--- src/rtl/mlspe_pkg.sv ---
package mlspe_pkg;

   // fixed geometry of the block
   localparam int LANES        = 6;
   localparam int REGS_DEFAULT = 8;
   localparam int DATA_W       = 32;
   localparam int IDX_W        = 3;
   localparam int OPCODE_W     = 3;
   localparam int STEP_W       = 8;
   localparam int CNT_W        = 5;
   localparam int PERM_LEN     = 3;
   localparam int QUEUE_DEPTH  = 2;

   localparam logic [STEP_W-1:0] STEP_LIMIT_RESET = 8'd16;
   localparam logic [STEP_W-1:0] STEP_MAX         = 8'd255;

   // command codes
   localparam logic CMD_EXEC    = 1'b0;
   localparam logic CMD_RESTART = 1'b1;

   // instruction codes
   typedef enum logic [OPCODE_W-1:0] {
      OP_ADD  = 3'd0,
      OP_SUB  = 3'd1,
      OP_AND  = 3'd2,
      OP_SLT  = 3'd3,
      OP_CMOV = 3'd4
   } opcode_type;

   // what the back end has to do with one beat
   typedef enum logic [1:0] {
      KIND_EXEC    = 2'd0,
      KIND_STEP    = 2'd1,
      KIND_RESTART = 2'd2
   } kind_type;

   typedef struct packed {
      kind_type              kind;
      logic [OPCODE_W-1:0]   opcode;
      logic [IDX_W-1:0]      dest_reg;
      logic [IDX_W-1:0]      src_a;
      logic [IDX_W-1:0]      src_b;
      logic [IDX_W-1:0]      src_cond;
   } entry_type;

   typedef struct packed {
      logic                  done_res;
      logic                  sorted;
      logic [CNT_W-1:0]      correct_count;
      logic [STEP_W-1:0]     step_count;
   } result_type;

   // starting contents of x1..x3, one permutation per lane
   localparam logic [1:0] START_PERM [LANES][PERM_LEN] = '{
      '{2'd1, 2'd2, 2'd3},
      '{2'd1, 2'd3, 2'd2},
      '{2'd2, 2'd1, 2'd3},
      '{2'd2, 2'd3, 2'd1},
      '{2'd3, 2'd1, 2'd2},
      '{2'd3, 2'd2, 2'd1}
   };

   // value of register r of a lane after restart
   function automatic logic [DATA_W-1:0] start_value(input int lane, input int r);
      logic [DATA_W-1:0] val;
      val = '0;
      if (r >= 1 && r <= PERM_LEN) begin
         val = DATA_W'(START_PERM[lane][r-1]);
      end
      return val;
   endfunction

endpackage

--- src/rtl/mlspe_queue.sv ---
module mlspe_queue (
   input  logic                     clock,
   input  logic                     reset,
   input  logic                     push,
   input  mlspe_pkg::entry_type     push_entry,
   output logic                     full,
   input  logic                     pop,
   output logic                     pop_valid,
   output mlspe_pkg::entry_type     pop_entry
);
   import mlspe_pkg::*;

   localparam int PTR_W = (QUEUE_DEPTH > 1) ? $clog2(QUEUE_DEPTH) : 1;
   localparam int CNT_QW = $clog2(QUEUE_DEPTH + 1);

   entry_type          entries_ff [QUEUE_DEPTH];
   logic [PTR_W-1:0]   wr_ptr_ff, wr_ptr_in;
   logic [PTR_W-1:0]   rd_ptr_ff, rd_ptr_in;
   logic [CNT_QW-1:0]  count_ff, count_in;

   assign full      = (count_ff == CNT_QW'(QUEUE_DEPTH));
   assign pop_valid = (count_ff != '0);
   assign pop_entry = entries_ff[rd_ptr_ff];

   // pointer and fill bookkeeping
   always_comb begin
      wr_ptr_in = wr_ptr_ff;
      rd_ptr_in = rd_ptr_ff;
      count_in  = count_ff;
      if (push) begin
         wr_ptr_in = (wr_ptr_ff == PTR_W'(QUEUE_DEPTH - 1)) ? '0 : wr_ptr_ff + 1'b1;
      end
      if (pop) begin
         rd_ptr_in = (rd_ptr_ff == PTR_W'(QUEUE_DEPTH - 1)) ? '0 : rd_ptr_ff + 1'b1;
      end
      if (push && !pop) begin
         count_in = count_ff + 1'b1;
      end else if (pop && !push) begin
         count_in = count_ff - 1'b1;
      end
   end

   always_ff @(posedge clock) begin
      if (reset) begin
         wr_ptr_ff <= '0;
         rd_ptr_ff <= '0;
         count_ff  <= '0;
      end else begin
         wr_ptr_ff <= wr_ptr_in;
         rd_ptr_ff <= rd_ptr_in;
         count_ff  <= count_in;
      end
   end

   // entry storage
   always_ff @(posedge clock) begin
      if (push) begin
         entries_ff[wr_ptr_ff] <= push_entry;
      end
   end

endmodule

--- config.mk ---
export PLATFORM = sky130hd
export DESIGN_NAME = mlspe_queue
export DESIGN_NICKNAME = d
export VERILOG_FILES = /design/src/rtl/mlspe_pkg.sv /design/src/rtl/mlspe_queue.sv
export SDC_FILE = /design/constraint.sdc
export NUM_CORES = 1
export LEC_CHECK = 0
export BUFFER_PORTS_ARGS = -buffer_cell sky130_fd_sc_hd__buf_2
export CAP_MARGIN = 20
export CORE_MARGIN = 1.5
export CORE_UTILIZATION = 45
export DETAILED_ROUTE_END_ITERATION = 6
export PLACE_DENSITY = 0.7
export SLEW_MARGIN = 10
export SYNTH_ARGS = -nofsm -noshare
export SYNTH_HDL_FRONTEND = slang
export SYNTH_SLANG_ARGS = --single-unit
--- constraint.sdc ---
create_clock -name clock -period 1.7 [get_ports clock]
set_input_delay 0.34 -clock clock [delete_from_list [all_inputs] [get_ports clock]]
set_output_delay 0.34 -clock clock [all_outputs]
set_load 0.005 [all_outputs]
==> summary.md <==
| Metric | Value |
|---|---|
| CP max-delay cell | dfxtp_4 |
| Final net count | 148 |
| Initial DRC Count | 15 |
| Via/cell ratio | 4.53 |
| Post-synth top cells | edfxtp_1 (34), mux2_2 (17), dfxtp_1 (5), nor2_1 (4) |
| Initial antenna violation count | 0 |
| Max Clock Skew | 0.0143 ns |
| Pre-antenna DRT Iters | 3 |
| TritonCTS clock tree | built |
| Critical path launch point type | flop |
| Setup slack after layout | roughly 0.07 ns |
| CORE AREA | 3050 sq um |
| Max IR drop VDD | 0.000492 V |
| RSZ-0062 raised after global routing | yes |
| Syn Nets | 97 |
| Die Y | 59.5 microns |
| Initial Util | 47.0% |
| Post-Synthesis Cells | 75 |
| WP buf/inv | 2 |
| I/O Buffers | 39 |
| Flops & latches, synth | 39 |
| Die area | between 3000 and 4000 sq um |
| Most common cell in the netlist | edfxtp_1 |
| Syn Area/Cell | 19.1 sq um |
| Placed standard-cell area | 1720 sq um |
| Static Leak | ~0.71 nW |
| R2R Setup Slk | around 0.63 ns |
| Placed cells | 162 |
| WP data arrival | 1.29 ns |
| Grt total ovfl | 0 |
| CP Max Fanout | 7 |
| Worst hold path type | primary input to flop |
| Tcrit/Tclk final | 95.8% |
| ANT cells | 0 |
| Largest net degree at the start of global routing | 12 |
| H-tree Lvls | 2 |
| Max_slew headroom | roughly 90% |
| Final cell area excluding filler cells | 1790 sq um |
| Cell Rows | 20 |
| Cts bufs inserted | 5 |
| Post-Syn Area | 1440 sq um |
| WP data required | 1.36 ns |
| Yosys top cell area share | between 70% and 80% |
| Synthesis-to-finish area growth | 24.8% |
| Max Freq | 614 MHz |
| Worst Max-Slew Pin Slew | 0.175 ns |
| Synth Flop Type | edfxtp_1 |
| Dominant cell type by area after synthesis | edfxtp_1 |
| Min Clock Period, post-route | 1.63 ns |
| Synth area leaders | edfxtp_1 (71%), mux2_2 (13%), dfxtp_1 (7.0%) |
| Post-synth EDFFs | 34 |
| First-pass GRT wire length | 3.17 mm |
| Crit path max-delay family | flip-flops |
| CTS clk-pin slew, worst paths | roughly 0.11 ns |
| Routed length per instance | approximately 13 microns |
| Width of the die | 59.5 microns |
| Final cell count without fillers | roughly 170 |
| Antenna-violating nets left | 0 |
| DPL Wire Length | 1.56 mm |
| IO Pins | 40 |
| Critical Path, Cell by Cell | buf_6 > mux2_2 > buf_2 |
| DP Worst Slack | 0.244 ns |
| Hold_buf cts | 0 |
| Crit Path Class | flop to primary output |
| Max Cap Viol | 0 |
| Final Hold Fails | 0 |
| All-layer global routing usage | between 10% and 20% |
| Synth cell types | 17 |
| Routed WL | 2.16 mm |
| Synth Warn # | 0 |
| Vias in the first global route | a little over 700 |
| Critical path's largest stage delay | 0.38 ns |
| Clk buf depth | 2 |
| Worst skew pair latency | 0.33 ns |
| Drc violations | 0 |
| Gpl congestion | ~0.7 |
| CP Capture Type | primary output |
| Status | finished clean |
| Clk root buf | clkbuf_4 |
| Post-synthesis async set-or-reset flop share | 0% |
| Final Max Tran Viols | 0 |
| Total clock sinks | 39 |
| # setup viols final | 0 |
| Layout cell share with drive strength beyond 1 | 56.7% |
| Sequential fraction of the synthesis area | 78.1% |
| Via count | 775 |
| P per Cell Area | 1000 nW/um^2 |
## layer usage
metal	track usage, %	part of all wire [%]	vias to the layer above
met5	0	0	-
met4	7.79	1.1	0
met3	7.21	6.8	2
met2	20.7	51	31
met1	15.0	41	361
li1	-	-	381
## logic make-up after synthesis
family	after synthesis	synth area share, %
adders and majority gates	1	0.872
muxes	17	13.3
xor gates and xnor gates	4	2.44
DFF	39	78.1
AOI/OAI and AO/OA	2	0.697
and+or+nand+nor	9	3.40
buffers and inverters	3	1.13
## final timing paths
| kind | from | endpoint | depth (start not counted) |
|---|---|---|---|
| worst min-delay path | push_entry[0] | entries_ff[0][0] | 1 |
| worst max register to register | wr_ptr_ff | entries_ff[1][15] | 2 |
| worst min register to register | count_ff[1] | count_ff[1] | 2 |
| worst max-delay path | flop | pop_entry[7] | 3 |
## through the flow
step	total power [mW]	util (%)	setup TNS, ns	hold WS (ns)
after global placement	1.38	56.4	0	0.474
after detailed placement	1.39	56.4	0	0.505
after floorplan	1.28	-	0	0.409
after CTS	1.81	58.1	-0.0262	0.172
after global routing	1.89	58.7	-0.0162	0.155
final	1.79	58.7	0	0.190
## what timing repair did
action                     CTS  global route
setup buffers                0             1
gates resized for setup      2             3
pin swaps                    0             0
setup endpoints to repair   13            13
## cell type report
cell class                      count  area (sq um)
Multi-Input combinational cell     33           304
Fill cell                         263          1260
Timing Repair Buffer               46           255
Tap cell                           44          55.1
Inverter                            1          3.75
Clock buffer                        6          41.3
Clock inverter                      2          7.51
Sequential cell                    39          1120
## power breakdown
part	internal [mW]	switching [mW]
clock network	0.153	0.262
logic	0.140	0.104
registers	1.11	0.0235
## state kept, by name, summed over array words and instances (netlist names), named ones only
signal and cells:
entries_ff 34, count_ff 2, wr_ptr_ff 1, rd_ptr_ff 1
## cells in the final DEF, fill, tap and decap left out, types with 2 or more instances in the layout
cell / n
clkbuf_4: 5
buf_2: 39
nor2_1: 4
xor2_1: 2
xnor2_1: 2
mux2_2: 16
clkinv_1: 2
buf_4: 5
dfxtp_1: 4
buf_6: 2
edfxtp_1: 34
## worst reg2reg max path, cell delays in order (launching register included)
cell and delay, ns:
dfxtp_1 0.39, and2_1 0.17, buf_4 0.21
No activity file was read; power rests on OpenSTA's default activity.
